$ cat src/rtl/symbol_vocabulary_table_defines.svh
// ----------------------------------------------------------------------------
// symbol vocabulary table assertion macros
// concurrent checks, compiled out for synthesis
// ----------------------------------------------------------------------------
`ifndef SYMBOL_VOCABULARY_TABLE_DEFINES_SVH
`define SYMBOL_VOCABULARY_TABLE_DEFINES_SVH

`ifndef SYNTHESIS

// same-cycle implication
`define SVT_ASSERT_IMP(label, ante, cons) \
    label: assert property (@(posedge clk) disable iff (!rst_n) (ante) |-> (cons)) \
        else $error("symbol vocabulary table check failed");

// next-cycle implication
`define SVT_ASSERT_NXT(label, ante, cons) \
    label: assert property (@(posedge clk) disable iff (!rst_n) (ante) |=> (cons)) \
        else $error("symbol vocabulary table check failed");

`else

`define SVT_ASSERT_IMP(label, ante, cons)
`define SVT_ASSERT_NXT(label, ante, cons)

`endif

`endif

$ cat src/rtl/svt_pkg.sv
// ----------------------------------------------------------------------------
// svt_pkg
// types and codes shared by the symbol vocabulary table
// ----------------------------------------------------------------------------
package svt_pkg;

    localparam int ENTRIES_DEFAULT = 128;
    localparam int SYM_W           = 8;
    localparam int SLOT_W          = 8;
    localparam int OCC_W           = 9;

    typedef enum logic [1:0] {
        OP_INSERT = 2'd0,
        OP_LOOKUP = 2'd1,
        OP_READ   = 2'd2
    } op_e;

    typedef enum logic [1:0] {
        ST_FOUND = 2'd0,
        ST_NEW   = 2'd1,
        ST_MISS  = 2'd2,
        ST_RANGE = 2'd3
    } status_e;

    typedef enum logic [2:0] {
        S_IDLE,
        S_SCAN,
        S_READ,
        S_RDATA,
        S_DONE
    } state_e;

    typedef struct packed {
        logic [1:0]        op;
        logic [SYM_W-1:0]  symbol;
        logic [SLOT_W-1:0] slot;
    } req_t;

    typedef struct packed {
        logic [SLOT_W-1:0] found_index;
        logic [SYM_W-1:0]  found_symbol;
        logic [1:0]        status;
        logic [OCC_W-1:0]  occupied;
    } rsp_t;

endpackage

$ cat src/rtl/symbol_vocabulary_table.sv
// ----------------------------------------------------------------------------
// symbol_vocabulary_table
// vocabulary of distinct byte symbols held in one entry memory
// ----------------------------------------------------------------------------
// Usage: requests enter on req (valid/ready), one result per item leaves on
// rsp (valid/ready). Op insert returns the slot of a symbol already held or
// stores it at the next free slot while one is left; op lookup searches the
// occupied slots; op read returns the symbol at a slot. Every result carries
// the occupied count after the item.
// One item is worked on at a time. Insert and lookup scan the entry memory
// one slot a cycle from slot 0 and stop at a hit or at the last occupied
// slot; an empty table answers without a scan. A read goes through the
// memory, but a slot that is out of range or not yet occupied is answered
// without touching the memory. The next item can be accepted in the same
// cycle that rsp valid rises.
// Reset clears the occupied count; slots at or above the count read as 0,
// so no clearing pass is needed. A result waits in the output register while
// the receiver stalls; the next item is still accepted and worked on, and
// its result waits until the output register frees up.
// ----------------------------------------------------------------------------
`include "symbol_vocabulary_table_defines.svh"

module symbol_vocabulary_table #(
    parameter int ENTRIES = svt_pkg::ENTRIES_DEFAULT
) (
    input  logic          clk,
    input  logic          rst_n,
    input  logic          req_valid,
    output logic          req_ready,
    input  svt_pkg::req_t req,
    output logic          rsp_valid,
    input  logic          rsp_ready,
    output svt_pkg::rsp_t rsp
);

    localparam int IDX_W = $clog2(ENTRIES);
    localparam int CNT_W = $clog2(ENTRIES + 1);

    svt_pkg::state_e state_reg, state_next;
    svt_pkg::req_t   item_reg;
    svt_pkg::req_t   cur;
    svt_pkg::rsp_t   pend_reg, res;
    svt_pkg::rsp_t   rsp_reg;
    logic            rsp_valid_reg;

    logic [CNT_W-1:0] fill_reg, fill_next;
    logic [CNT_W-1:0] issue_reg;
    logic             cmp_valid_reg;
    logic [IDX_W-1:0] cmp_addr_reg;

    logic [svt_pkg::SYM_W-1:0] mem [ENTRIES];
    logic [svt_pkg::SYM_W-1:0] rd_data_reg;
    logic [IDX_W-1:0]          rd_addr;
    logic                      wr_en;

    logic direct;
    logic hit;
    logic scan_last;
    logic fin;
    logic ins_new;
    logic in_range;
    logic out_free;

    // ------------------------------------------------------------------
    // entry memory: one write, one registered read
    // ------------------------------------------------------------------
    always_ff @(posedge clk)
    begin
        if (wr_en)
        begin
            mem[fill_reg[IDX_W-1:0]] <= cur.symbol;
        end
        rd_data_reg <= mem[rd_addr];
    end

    assign cur      = (state_reg == svt_pkg::S_IDLE) ? req : item_reg;
    assign out_free = !rsp_valid_reg || rsp_ready;
    assign in_range = {1'b0, cur.slot} < 9'(ENTRIES);

    // item finishes without touching the memory
    always_comb
    begin
        unique case (cur.op) inside
            svt_pkg::OP_READ:   direct = !(9'(cur.slot) < 9'(fill_reg));
            svt_pkg::OP_INSERT,
            svt_pkg::OP_LOOKUP: direct = (fill_reg == '0);
            default:            direct = 1'b1;
        endcase
    end

    // ------------------------------------------------------------------
    // next state
    // ------------------------------------------------------------------
    always_comb
    begin
        state_next = state_reg;
        unique case (state_reg)
            svt_pkg::S_IDLE:
            begin
                if (req_valid)
                begin
                    if (direct)
                    begin
                        state_next = svt_pkg::S_DONE;
                    end
                    else if (req.op == svt_pkg::OP_READ)
                    begin
                        state_next = svt_pkg::S_READ;
                    end
                    else
                    begin
                        state_next = svt_pkg::S_SCAN;
                    end
                end
            end
            svt_pkg::S_SCAN:
            begin
                if (fin)
                begin
                    state_next = svt_pkg::S_DONE;
                end
            end
            svt_pkg::S_READ:  state_next = svt_pkg::S_RDATA;
            svt_pkg::S_RDATA: state_next = svt_pkg::S_DONE;
            svt_pkg::S_DONE:
            begin
                if (out_free)
                begin
                    state_next = svt_pkg::S_IDLE;
                end
            end
            default: state_next = svt_pkg::S_IDLE;
        endcase
    end

    // ------------------------------------------------------------------
    // outputs: handshake, read address, finish and result
    // ------------------------------------------------------------------
    always_comb
    begin
        req_ready = (state_reg == svt_pkg::S_IDLE);
        rd_addr   = issue_reg[IDX_W-1:0];
        if (state_reg == svt_pkg::S_READ)
        begin
            rd_addr = item_reg.slot[IDX_W-1:0];
        end

        hit       = (state_reg == svt_pkg::S_SCAN) && cmp_valid_reg
                    && (rd_data_reg == item_reg.symbol);
        scan_last = cmp_valid_reg && ((CNT_W'(cmp_addr_reg) + 1'b1) == fill_reg);

        fin = ((state_reg == svt_pkg::S_IDLE) && req_valid && direct)
              || ((state_reg == svt_pkg::S_SCAN) && (hit || scan_last))
              || (state_reg == svt_pkg::S_RDATA);

        res        = '0;
        res.status = svt_pkg::ST_MISS;
        ins_new    = 1'b0;
        unique case (cur.op)
            svt_pkg::OP_INSERT:
            begin
                if (hit)
                begin
                    res.found_index = 8'(cmp_addr_reg);
                    res.status      = svt_pkg::ST_FOUND;
                end
                else if (fill_reg < CNT_W'(ENTRIES))
                begin
                    res.found_index = 8'(fill_reg);
                    res.status      = svt_pkg::ST_NEW;
                    ins_new         = 1'b1;
                end
            end
            svt_pkg::OP_LOOKUP:
            begin
                if (hit)
                begin
                    res.found_index = 8'(cmp_addr_reg);
                    res.status      = svt_pkg::ST_FOUND;
                end
            end
            svt_pkg::OP_READ:
            begin
                if (!in_range)
                begin
                    res.status = svt_pkg::ST_RANGE;
                end
                else
                begin
                    res.status = svt_pkg::ST_FOUND;
                    if (state_reg == svt_pkg::S_RDATA)
                    begin
                        res.found_symbol = rd_data_reg;
                    end
                end
            end
            default: res.status = svt_pkg::ST_MISS;
        endcase

        wr_en        = fin && ins_new;
        fill_next    = fill_reg + CNT_W'(wr_en);
        res.occupied = 9'(fill_next);
    end

    // ------------------------------------------------------------------
    // registers
    // ------------------------------------------------------------------
    always_ff @(posedge clk or negedge rst_n)
    begin
        if (!rst_n)
        begin
            state_reg     <= svt_pkg::S_IDLE;
            fill_reg      <= '0;
            issue_reg     <= '0;
            cmp_valid_reg <= 1'b0;
            rsp_valid_reg <= 1'b0;
        end
        else
        begin
            state_reg <= state_next;
            fill_reg  <= fill_next;

            if (state_reg == svt_pkg::S_SCAN)
            begin
                if (issue_reg < fill_reg)
                begin
                    issue_reg <= issue_reg + 1'b1;
                end
                cmp_valid_reg <= (issue_reg < fill_reg) && !fin;
            end
            else
            begin
                issue_reg     <= '0;
                cmp_valid_reg <= 1'b0;
            end

            if (state_reg == svt_pkg::S_DONE && out_free)
            begin
                rsp_valid_reg <= 1'b1;
            end
            else if (rsp_ready)
            begin
                rsp_valid_reg <= 1'b0;
            end
        end
    end

    always_ff @(posedge clk)
    begin
        if (req_valid && req_ready)
        begin
            item_reg <= req;
        end
        cmp_addr_reg <= issue_reg[IDX_W-1:0];
        if (fin)
        begin
            pend_reg <= res;
        end
        if (state_reg == svt_pkg::S_DONE && out_free)
        begin
            rsp_reg <= pend_reg;
        end
    end

    assign rsp_valid = rsp_valid_reg;
    assign rsp       = rsp_reg;

    // ------------------------------------------------------------------
    // checks
    // ------------------------------------------------------------------
    `SVT_ASSERT_NXT(a_fill_step, wr_en, fill_reg == CNT_W'($past(fill_reg) + 1'b1))
    `SVT_ASSERT_IMP(a_cmp_in_fill, cmp_valid_reg, CNT_W'(cmp_addr_reg) < fill_reg)
    `SVT_ASSERT_NXT(a_done_out, state_reg == svt_pkg::S_DONE && out_free, rsp_valid && state_reg == svt_pkg::S_IDLE)

endmodule

$ cat config.mk
export PLATFORM = sky130hd
export DESIGN_NAME = symbol_vocabulary_table
export DESIGN_NICKNAME = d
export VERILOG_FILES = /design/src/rtl/svt_pkg.sv /design/src/rtl/symbol_vocabulary_table.sv
export VERILOG_INCLUDE_DIRS = /design/src /design/src/rtl
export SDC_FILE = /design/constraint.sdc
export NUM_CORES = 1
export LEC_CHECK = 0
export ABC_AREA = 1
export CAP_MARGIN = 20
export CORE_MARGIN = 1.5
export CORE_UTILIZATION = 64
export DETAILED_ROUTE_END_ITERATION = 12
export DONT_BUFFER_PORTS = 1
export PLACE_DENSITY_LB_ADDON = 0.12
export SYNTH_ARGS = -nofsm -noshare
export SYNTH_HDL_FRONTEND = slang
export SYNTH_SLANG_ARGS = --single-unit
$ cat constraint.sdc
create_clock -name clk -period 4.4 [get_ports clk]
set_clock_uncertainty 0.05 [all_clocks]
set_input_delay 0.22 -clock clk [delete_from_list [all_inputs] [get_ports clk]]
set_output_delay 0.22 -clock clk [all_outputs]
set_load 0.1 [all_outputs]
---- Yosys cells after proc, flatten, opt, wreduce, memory -nomap -nowiden ----
Memories as Yosys holds them, arrays and structs flattened. A register that Yosys moved wholly into a read port is not among the register bits.
Cells that the tools add are included.
storage, ports and cells
  register bits ........................... 98
  bits in writable memories ............... 1024
  bits of input ports ..................... 22
  output and inout bits ................... 29
  word-level logic and storage cells ...... 89
  memories ................................ 1
memory list
  name  words  width  rd ports  clocked after Yosys merged registers in  write ports  RTL line                       source
  mem   128    8      1         1                                        1            symbol_vocabulary_table.sv:51  logic [svt_pkg::SYM_W-1:0] mem [ENTRIES];
cells by class
  add/sub/neg operators ................... 3
  magnitude comparators ................... 4
  eq/ne operators ......................... 13
  multiplexer cells ....................... 28
  reduce and logical (&&, ||, !) cells .... 23
operator list
  operator                                            count
  2-to-1 mux 8 bit                                    4
  2-to-1 mux 18 bit                                   1
  == test 8 bit                                       2
  less-than comparator 8 bit                          2
  less-than comparator 8 bit (second input constant)  2
  one-hot mux 8 bit (2 select lines)                  1
  one-hot mux 3 bit (5 select lines)                  1
  2-to-1 mux 7 bit                                    2
  2-to-1 mux 3 bit                                    4
  2-to-1 mux 2 bit                                    5
  logical AND 1 bit                                   9
  adder 7 x 1 -> 8 bit (second input constant)        1
  adder 8 x 1 -> 8 bit                                1
  adder 8 x 1 -> 8 bit (second input constant)        1
  zero test 8 bit                                     1
  2-to-1 mux 1 bit                                    8
  == test 3 x 2 -> 1 bit (second input constant)      2
  != test 2 bit (second input constant)               3
  one-hot mux 2 bit (3 select lines)                  1
  AND reduction 3 bit                                 2
  == test 2 bit (second input constant)               2
  logical OR 1 bit                                    4
  == test 3 x 1 -> 1 bit (second input constant)      1
  == test 3 bit (second input constant)               1
  8 further kinds                                     10

---- Depth between registers and ports, before layout ----
Gate-level depths: netlist (run 1).
  depth in word-level cells ............... 11
  gate-level depth with buffers ........... 23
  mapped depth without buffers ............ 21

---- Worst setup path after synthesis (run 1) ----
Ideal clock, no wire load.
  kind .................................... reg-to-reg
  from .................................... register state_reg[2]
  to ...................................... register pend_reg[6] (netlist name), data pin
  setup time .............................. 0.271 ns
  data arrival time ....................... 3.811 ns
  required time ........................... 4.079 ns
  slack ................................... 0.268 ns
  cell stages (with the launch flop) ...... 23
  buffers on the path ..................... 1
  period minus slack after synthesis ...... 4.132 ns
  cell sequence ........................... dfrtp_1 -> nor2_4 -> nand2_4 -> inv_1 -> clkbuf_1 -> nand2_1 -> nand2_1 -> ha_1 -> inv_1 -> nand2_1 -> nand2_1 -> nand2_1 -> nand2_1 -> nand2_1 -> nand3_2 -> nand2_8 -> inv_1 -> nor2_1 -> ha_1 -> ha_1 -> nand3_1 -> nor3_1 -> xor2_1
between the ends
  longest elaborated chain between the ends .. 10
  elaborated cells between the ends (all ways) .. 23
  classes of those cells .................. 1 x add/sub; 1 x order compare; 4 x eq/ne; 4 x mux; 13 x reduce/logical
RTL lines
  item                                                          RTL line                                                      source
  start: declaration                                            symbol_vocabulary_table.sv:39                                 svt_pkg::state_e state_reg, state_next;
  start signal: assignment                                      symbol_vocabulary_table.sv:212                                state_reg <= svt_pkg::S_IDLE;
  start signal: assignment                                      symbol_vocabulary_table.sv:220                                state_reg <= state_next;
  zero test 3 bit (*)                                           -
  via req_ready                                                 symbol_vocabulary_table.sv:29                                 output logic req_ready,
  2-to-1 mux 18 bit                                             symbol_vocabulary_table.sv:76                                 assign cur = (state_reg == svt_pkg::S_IDLE) ? req : item_reg;
  less-than comparator 8 bit, or another cell as far along      symbol_vocabulary_table.sv:84                                 svt_pkg::OP_READ: direct = !(9'(cur.slot) < 9'(fill_reg));
  zero test 1 bit / OR reduction 2 bit (equally long branches)  symbol_vocabulary_table.sv:84, symbol_vocabulary_table.sv:83
  one-hot mux 1 bit (2 select lines)                            symbol_vocabulary_table.sv:83                                 unique case (cur.op) inside
  logical AND 1 bit (*)                                         symbol_vocabulary_table.sv:152                                fin = ((state_reg == svt_pkg::S_IDLE) && req_valid && direct)
  logical OR 1 bit (*)                                          symbol_vocabulary_table.sv:153                                || ((state_reg == svt_pkg::S_SCAN) && (hit || scan_last))
  logical OR 1 bit (*)                                          symbol_vocabulary_table.sv:154                                || (state_reg == svt_pkg::S_RDATA);
  via fin                                                       symbol_vocabulary_table.sv:59                                 logic fin;
  logical AND 1 bit (*)                                         symbol_vocabulary_table.sv:200                                wr_en = fin && ins_new;
  adder 8 x 1 -> 8 bit (*)                                      symbol_vocabulary_table.sv:201                                fill_next = fill_reg + CNT_W'(wr_en);
  via fill_next[6]                                              symbol_vocabulary_table.sv:46                                 logic [CNT_W-1:0] fill_reg, fill_next;
  end signal: assignment                                        symbol_vocabulary_table.sv:257                                pend_reg <= res;
  end: declaration                                              symbol_vocabulary_table.sv:42                                 svt_pkg::rsp_t pend_reg, res;
Mark *: on every way through the listed nets, which the timed path passes. The rest lies on a longest branch.
A chain may end at the register's enable or synchronous reset.

---- Worst setup path in the final report (run 1) ----
  from .................................... register state_reg[1]
  to ...................................... memory mem[114][6] (netlist name) (enable)
between the ends
  longest elaborated chain between the ends .. 11
  elaborated cells between the ends (all ways) .. 24
  classes of those cells .................. 1 x order compare; 4 x eq/ne; 6 x mux; 13 x reduce/logical
RTL lines
  item                                                          RTL line                                                       source
  zero test 3 bit                                               symbol_vocabulary_table.sv:76, symbol_vocabulary_table.sv:152
  2-to-1 mux 18 bit                                             symbol_vocabulary_table.sv:76
  less-than comparator 8 bit, or another cell as far along      symbol_vocabulary_table.sv:84
  zero test 1 bit / OR reduction 2 bit (equally long branches)  symbol_vocabulary_table.sv:84, symbol_vocabulary_table.sv:83
  one-hot mux 1 bit (2 select lines)                            symbol_vocabulary_table.sv:83
  logical AND 1 bit                                             symbol_vocabulary_table.sv:152
  logical OR 1 bit                                              symbol_vocabulary_table.sv:153
  logical OR 1 bit (*)                                          symbol_vocabulary_table.sv:154
  via fin                                                       symbol_vocabulary_table.sv:59
  logical AND 1 bit (*)                                         symbol_vocabulary_table.sv:200
  2-to-1 mux 1 bit (*)                                          symbol_vocabulary_table.sv:69                                  if (wr_en)
  2-to-1 mux 1 bit (not written as such) (*)                    symbol_vocabulary_table.sv:71                                  mem[fill_reg[IDX_W-1:0]] <= cur.symbol;
  end: declaration                                              symbol_vocabulary_table.sv:51
Marks and branches as above.

==> flow_metrics.env, run 1 <==
export IMPL_status="complete, no violations"
export IMPL_final_nets=4916
export IMPL_crit_chain="inv_2, nand2_4, clkinvlp_4, nand2_1, nand2_1, ha_1, inv_1, o31ai_1, nor2_1, nand2_1, nand3_2, nand2_8, nand3_4, nor2_1"
export IMPL_post_synthesis_cell_count=4905
export IMPL_grt_max_degree=129
export IMPL_drt_initial_drc_count=4336
export IMPL_leading_cell_type_in_the_layout_fill_and_taps_excluded="sky130_fd_sc_hd__nand2_1"
export IMPL_path_common_cell="sky130_fd_sc_hd__nand2_1"
export IMPL_cellPowerDensity_mw_per_mm2=665
export IMPL_worst_slew_pin_slew_ns=0.995
export IMPL_grt_setup_unrepaired="true"
export IMPL_hold_worst_slack_ns=0.0319
export IMPL_timing_hold_worst_class="in2reg"
export IMPL_synth_largest_area_cell="sky130_fd_sc_hd__edfxtp_1"
export IMPL_timing_critical_path_max_delay_family="simple AND/OR/NAND/NOR gates"
export IMPL_cts_max_level=3
export IMPL_fmax_ghz=0.235
export IMPL_yosysWarnings=0
export IMPL_drt_wirelength_per_cell_um=21.1
export IMPL_flip_flop_and_latch_count_after_synthesis=1128
export IMPL_crit_arrival_ns=4.50
export IMPL_clk_path_buf_depth=3
export IMPL_grt_antenna_before_repair=0
export IMPL_grt_overflow_total=0
export IMPL_cts_made_buffers=111
export IMPL_crit_buf_inv=3
export IMPL_globalRouteTotalUtil=0.319
export IMPL_worst_path_class_setup="reg2reg"
export IMPL_grt_pass1_vias=32527
export IMPL_peakVddDrop_mv=0.582
export IMPL_max_slew_margin=0.337
export IMPL_final_min_period_over_clock_period=0.966
export IMPL_layout_common_cells="sky130_fd_sc_hd__nand2_1 (1160), sky130_fd_sc_hd__edfxtp_1 (1092), sky130_fd_sc_hd__nand3_1 (1046)"
export IMPL_synth_ff_type="sky130_fd_sc_hd__edfxtp_1"
export IMPL_cp_max_fo=18
export IMPL_synth_seq_area_share=0.668
export IMPL_dieWidth_um=283
export IMPL_io_pin_count=51
export IMPL_final_core_util=0.711
export IMPL_setup_tns_ns=0
export IMPL_tritoncts_num_sinks=1128
export IMPL_routed_via_count_divided_by_cell_count=5.64
export IMPL_worstPathRequired_ns=4.65
export IMPL_number_of_enable_flip_flop_cells_after_synthesis=1092
export IMPL_drt_antenna_violating_nets=0
export IMPL_largest_reg_flops=1024
export IMPL_synthesis_area_mm2=0.0503
export IMPL_detail_route_wirelength_um=127000
export IMPL_core_region_area_mm2=0.0776
export IMPL_post_cts_buffers=0
export IMPL_start_kind="register"
export IMPL_root_buffer="sky130_fd_sc_hd__clkbuf_16"
export IMPL_remaining_drc_errors=0
export IMPL_postSynth_asyncResetShare=0.0186
export IMPL_tritoncts="yes"
export IMPL_design_die_area_mm2=0.0803
export IMPL_cts_clk_slew_worst_paths_ns=0.06
export IMPL_report_final_setup_viol=0
export IMPL_total_number_of_vias=33897
export IMPL_area_growth_pct=9.69
export IMPL_netlist_area_leader_share=0.652
export IMPL_p_leak_nw=23.2
export IMPL_final_max_slew_violation_count=0
export IMPL_std_cell_rows=102
export IMPL_drive_above_1_share=0.0606
export IMPL_count_of_input_and_output_buffers=0
export IMPL_insertion_delay_ns=0.68
export IMPL_detailed_place_hpwl_um=75700
export IMPL_yosysUniqueCellTypes=43
export IMPL_ys_top_cells_by_area="sky130_fd_sc_hd__edfxtp_1 (65%), sky130_fd_sc_hd__nand3_1 (10%), sky130_fd_sc_hd__nand2_1 (8.7%), sky130_fd_sc_hd__inv_1 (7.5%), sky130_fd_sc_hd__buf_2 (1.5%)"
export IMPL_drt_first_pass_iters=8
export IMPL_finalCriticalPeriod_ns=4.25
export IMPL_post_place_ws_ns=0.233
export IMPL_initial_core_util=0.648
export IMPL_critical_path_slowest_cell="sky130_fd_sc_hd__nor2_1"
export IMPL_hold_violations=0
export IMPL_max_cap_viol_count=0
export IMPL_avg_inst_size_synth_um2=10.3
export IMPL_timing_final_ws_setup_ns=0.150
export IMPL_floorplan_die_height_um=283
export IMPL_gp_congestion=0.899
export IMPL_crit_path_end_kind="register"
export IMPL_p_total_mw=36.7
export IMPL_grt_pass1_wl_um=193000
export IMPL_cp_slowest_stage_delay_ns=0.78
per-stage QoR:
step	area [um^2]	std cells
after floorplan	50300	4906
after global placement	51300	5780
after detailed placement	51300	5780
after CTS	55100	6008
after global routing	55200	6010
final	55200	6011
synthesized netlist by cell type (13+ instances only):
master                     count
sky130_fd_sc_hd__o21ai_0      21
sky130_fd_sc_hd__ha_1         18
sky130_fd_sc_hd__buf_2       155
sky130_fd_sc_hd__dfxtp_1      15
sky130_fd_sc_hd__clkbuf_1     23
sky130_fd_sc_hd__dfrtp_1      21
sky130_fd_sc_hd__xor2_1       13
sky130_fd_sc_hd__nor2_1      164
sky130_fd_sc_hd__inv_1      1011
sky130_fd_sc_hd__edfxtp_1   1092
sky130_fd_sc_hd__nand3_1    1046
sky130_fd_sc_hd__nand2_1    1168
sky130_fd_sc_hd__buf_4        24
sky130_fd_sc_hd__buf_6        31
worst min-delay path: cells and delay by family:
| family | cells | cell delay [ns] |
|---|---|---|
| AND/OR/NAND/NOR | 1 | 0.07 |
| buffers and inverters | 2 | 0.27 |
report_power, final:
| part | total, mW | switching, mW | internal [mW] |
|---|---|---|---|
| combinational | 12.7 | 9.61 | 3.13 |
| clock | 9.46 | 3.98 | 5.48 |
| sequential | 14.5 | 0.526 | 13.9 |
| total | 36.7 | 14.1 | 22.6 |
cell families (layout without fill, tap and decap cells):
| family | count (synthesis) | count (layout) | synth area share |
|---|---|---|---|
| AND/OR/NAND/NOR | 2427 | 2427 | 0.213 |
| XOR/XNOR | 24 | 24 | 0.00418 |
| multiplexers | 1 | 1 | 0.000448 |
| other | 1 | 3 | 0.0000745 |
| buffers and inverters | 1260 | 1324 | 0.104 |
| adder cells (fa/ha/maj) | 18 | 18 | 0.00448 |
| AO/OA/AOI/OAI | 46 | 46 | 0.00530 |
| flip-flops | 1128 | 1128 | 0.668 |
what timing repair did:
item                                    in CTS  in global routing
hold buffers                                21                  1
hold endpoints to repair                    63                  2
resized for setup                            0                 13
endpoints found under the setup margin       0                234
layer usage:
layer | vias up | GRT usage | routed length, um
li1 | 15840 | - | -
met1 | 16013 | 0.444 | 51100
met2 | 1705 | 0.503 | 58900
met3 | 339 | 0.0472 | 11000
met4 | 0 | 0.142 | 5970
met5 | - | 0 | 0
layout make-up:
| class | count | area, um^2 |
|---|---|---|
| repair buffers | 99 | 1190 |
| clock inverters | 70 | 691 |
| flip-flops and latches | 1128 | 33600 |
| well taps | 1040 | 1300 |
| fillers | 5577 | 22400 |
| multi-input cells | 2518 | 11600 |
| clock buffers | 137 | 2940 |
| diodes | 1 | 2.50 |
| inverters | 1018 | 3830 |
final timing paths:
| kind | start | to | slack, ns | cells after the start |
|---|---|---|---|---|
| setup / recovery | state_reg[1] | mem[114][6] | 0.15 | 14 |
| hold / removal | req_valid | item_reg[0] | 0.03 | 3 |
| setup reg to reg | state_reg[1] | mem[114][6] | 0.15 | 14 |
| hold reg to reg | pend_reg[3] | rsp[3] | 0.37 | 0 |
| max in group asynchronous | rst_n | fill_reg[3] | 3.52 | 3 |
| min in group asynchronous | rst_n | state_reg[1] | 0.38 | 2 |
Power figures use the tool's default switching activity.
==> inputs of run 2 (changes only) <==
--- a/config.mk
+++ b/config.mk
@@ -6,10 +6,9 @@
 export SDC_FILE = /design/constraint.sdc
 export NUM_CORES = 1
 export LEC_CHECK = 0
-export ABC_AREA = 1
 export CAP_MARGIN = 20
 export CORE_MARGIN = 1.5
-export CORE_UTILIZATION = 64
+export CORE_UTILIZATION = 63
 export DETAILED_ROUTE_END_ITERATION = 12
 export DONT_BUFFER_PORTS = 1
 export PLACE_DENSITY_LB_ADDON = 0.12
==> run 2 against run 1 <==
Area after synthesis is 7.8% lower. First-iteration DRC count rose by 0.95%. Clock-buffer cell count grew 4. Via count decreased by 9.5%. Critical path type unchanged. Critical endpoint is now rd_data_reg[4]. Highest routed layer is now met5.
==> flow_metrics.env, run 2 <==
export IMPL_grt_pass1_wl_um=200000
export IMPL_tritoncts_num_sinks=1128
export IMPL_postSynth_asyncResetShare=0.0186
export IMPL_report_final_setup_viol=0
export IMPL_synth_ff_type="sky130_fd_sc_hd__edfxtp_1"
export IMPL_gp_congestion=0.957
export IMPL_post_synthesis_cell_count=3287
export IMPL_fmax_ghz=0.229
export IMPL_final_min_period_over_clock_period=0.993
export IMPL_cp_slowest_stage_delay_ns=0.78
export IMPL_timing_critical_path_max_delay_family="simple AND/OR/NAND/NOR gates"
export IMPL_max_slew_margin=0.253
export IMPL_post_place_ws_ns=-0.162
export IMPL_initial_core_util=0.636
export IMPL_r2r_cells=9
export IMPL_crit_arrival_ns=4.95
export IMPL_insertion_delay_ns=0.69
export IMPL_tritoncts="yes"
export IMPL_leading_cell_type_in_the_layout_fill_and_taps_excluded="sky130_fd_sc_hd__edfxtp_1"
export IMPL_finalCriticalPeriod_ns=4.37
export IMPL_final_nets=3532
export IMPL_synthesis_area_mm2=0.0464
export IMPL_floorplan_die_height_um=274
export IMPL_yosysWarnings=0
export IMPL_worstReg2RegEnd="rd_data_reg[4]"
export IMPL_layout_common_cells="sky130_fd_sc_hd__edfxtp_1 (1092), sky130_fd_sc_hd__nand2_1 (605), sky130_fd_sc_hd__buf_4 (260)"
export IMPL_drt_first_pass_iters=8
export IMPL_drt_initial_drc_count=4377
export IMPL_cts_made_buffers=109
export IMPL_cellPowerDensity_mw_per_mm2=617
export IMPL_placed_cell_area_mm2=0.0491
export IMPL_drive_above_1_share=0.140
export IMPL_area_growth_pct=14.3
export IMPL_grt_setup_unrepaired="false"
export IMPL_place_inst=4317
export IMPL_crit_chain="buf_4, or3b_2, a21boi_4, buf_12, nor2_1, a32oi_1, a41oi_1, nor4_2, and4_1"
export IMPL_core_region_area_mm2=0.0730
export IMPL_reg2reg_slack_ns=0.03
export IMPL_grt_overflow_total=0
export IMPL_leading_cell_types_by_count_after_synthesis="sky130_fd_sc_hd__edfxtp_1 (1092), sky130_fd_sc_hd__nand2_1 (607), sky130_fd_sc_hd__nand3_1 (207), sky130_fd_sc_hd__mux2i_1 (181), sky130_fd_sc_hd__nor3_1 (139)"
export IMPL_number_of_enable_flip_flop_cells_after_synthesis=1092
export IMPL_largest_reg_flops=1024
export IMPL_critical_path_slowest_cell="sky130_fd_sc_hd__or3b_2"
export IMPL_flip_flop_and_latch_count_after_synthesis=1128
export IMPL_synthMostInstantiatedCell="sky130_fd_sc_hd__edfxtp_1"
export IMPL_post_cts_buffers=0
export IMPL_detailed_place_hpwl_um=87900
export IMPL_start_kind="register"
export IMPL_peakVddDrop_mv=0.532
export IMPL_globalRouteTotalUtil=0.369
export IMPL_synth_largest_area_cell="sky130_fd_sc_hd__edfxtp_1"
export IMPL_grt_pass1_vias=29856
export IMPL_std_cell_rows=99
export IMPL_detail_route_wirelength_um=138000
export IMPL_grt_max_degree=107
export IMPL_final_cell_area_mm2=0.0530
export IMPL_final_max_slew_violation_count=0
export IMPL_launch_instance_of_the_worst_register_to_register_path="state_reg[2]"
export IMPL_ys_top_cells_by_area="sky130_fd_sc_hd__edfxtp_1 (71%), sky130_fd_sc_hd__nand2_1 (4.9%), sky130_fd_sc_hd__mux2i_1 (3.9%), sky130_fd_sc_hd__nand3_1 (2.2%), sky130_fd_sc_hd__nor3_1 (1.5%)"
export IMPL_yosysUniqueCellTypes=76
export IMPL_remaining_drc_errors=0
export IMPL_netlist_area_leader_share=0.707
export IMPL_cp_max_fo=67
export IMPL_timing_hold_worst_class="in2reg"
export IMPL_clk_path_buf_depth=3
export IMPL_timing_final_ws_setup_ns=0.0313
export IMPL_cts_clk_slew_worst_paths_ns=0.07
export IMPL_io_pin_count=51
export IMPL_synth_seq_area_share=0.725
export IMPL_final_instance_count_excl_fill=4546
export IMPL_drt_antenna_violating_nets=0
export IMPL_grt_antenna_before_repair=1
export IMPL_count_of_input_and_output_buffers=0
export IMPL_hold_violations=0
export IMPL_worst_hold_path_num_cells=1
export IMPL_worst_slew_pin_slew_ns=1.09
export IMPL_avg_inst_size_synth_um2=14.1
export IMPL_final_core_util=0.727
export IMPL_cts_max_level=3
export IMPL_worst_path_class_setup="reg2reg"
export IMPL_timing_hold_worst_start="req[11]"
export IMPL_drt_wirelength_per_cell_um=30.3
export IMPL_routed_via_count_divided_by_cell_count=6.75
export IMPL_fillCellCount=4696
export IMPL_p_leak_nw=17.9
export IMPL_total_number_of_vias=30681
export IMPL_hold_end="mem[0][3]"
export IMPL_design_die_area_mm2=0.0753
export IMPL_crit_path_end_kind="register"
export IMPL_dieWidth_um=274
export IMPL_root_buffer="sky130_fd_sc_hd__clkbuf_16"
export IMPL_status="complete, no violations"
export IMPL_worstPathRequired_ns=4.98
export IMPL_crit_buf_inv=2
export IMPL_max_cap_viol_count=0
[run 2: cell types whose count changed after synthesis, moves of 66 or more]
cell                       change
sky130_fd_sc_hd__a21oi_1      +86
sky130_fd_sc_hd__inv_1       -988
sky130_fd_sc_hd__buf_2        -79
sky130_fd_sc_hd__nand3_1     -839
sky130_fd_sc_hd__nand2_1     -561
sky130_fd_sc_hd__clkbuf_1     +66
sky130_fd_sc_hd__nor2_1      -119
sky130_fd_sc_hd__mux2i_1     +181
sky130_fd_sc_hd__nor3_1      +130
[run 2: metal layers]
layer / track usage / vias up / part of all wire
met5: 0 / - / 0.000058
met4: 0.200 / 2 / 0.059
met3: 0.0686 / 386 / 0.10
met2: 0.579 / 1965 / 0.47
met1: 0.494 / 15271 / 0.37
li1: - / 13057 / -
[run 2: cell type report]
class	count	area, um^2	share of cell area
Sequential cell	1128	33600	0.634
Multi-Input combinational cell	1923	11800	0.223
Clock buffer	141	2910	0.0549
Timing Repair Buffer	306	2670	0.0503
Tap cell	959	1200	0.0226
Clock inverter	64	704	0.0133
Inverter	24	90.1	0.00170
Antenna cell	1	2.50	0.0000472
[run 2: repair_timing]
action	4_1_cts	5_1_grt
gates cloned	0	0
hold buffers	23	0
hold endpoints to repair	46	0
endpoints found under the setup margin	2	1
resized for setup	3	1
[run 2: cell families (layout without fill, tap and decap cells)]
family | Yosys count | after routing | share of synthesized area
xor gates and xnor gates | 22 | 22 | 0.00415
DFF | 1128 | 1128 | 0.725
buffers and inverters | 237 | 535 | 0.0243
muxes | 209 | 209 | 0.0463
AOI/OAI and AO/OA | 515 | 515 | 0.0821
adders and majority gates | 18 | 18 | 0.00485
other | 1 | 3 | 0.0000808
and+or+nand+nor | 1157 | 1157 | 0.114
[run 2: worst max-delay path by stage]
| stage | cells after the start | endpoint | slack (ns) | from |
|---|---|---|---|---|
| after global placement | 9 | rd_data_reg[4] | -0.10 | state_reg[2] |
| after CTS | 10 | rd_data_reg[4] | 0.03 | state_reg[2] |
| after floorplan | 19 | pend_reg[5] | 0.01 | state_reg[2] |
| after detailed placement | 9 | rd_data_reg[4] | -0.16 | state_reg[2] |
| after global routing | 9 | rd_data_reg[4] | 0.01 | state_reg[2] |
| final | 9 | rd_data_reg[4] | 0.03 | state_reg[2] |
[run 2: power breakdown]
group / total [mW] / switching [mW] / leakage (nW) / internal (mW)
logic: 9.05 / 6.57 / 5.96 / 2.48
registers: 14.2 / 0.458 / 10.2 / 13.7
clock network: 9.48 / 3.99 / 1.75 / 5.49
[run 2: through the flow]
step / setup TNS [ns] / power, mW / hold slack (ns)
final: 0 / 32.7 / 0.0294
after global routing: 0 / 33.6 / 0.0489
after CTS: 0 / 32.6 / 0.00932
after detailed placement: -0.203 / 23.2 / -0.125
after global placement: -0.105 / 23.1 / -0.125
after floorplan: 0 / 19.4 / -0.126
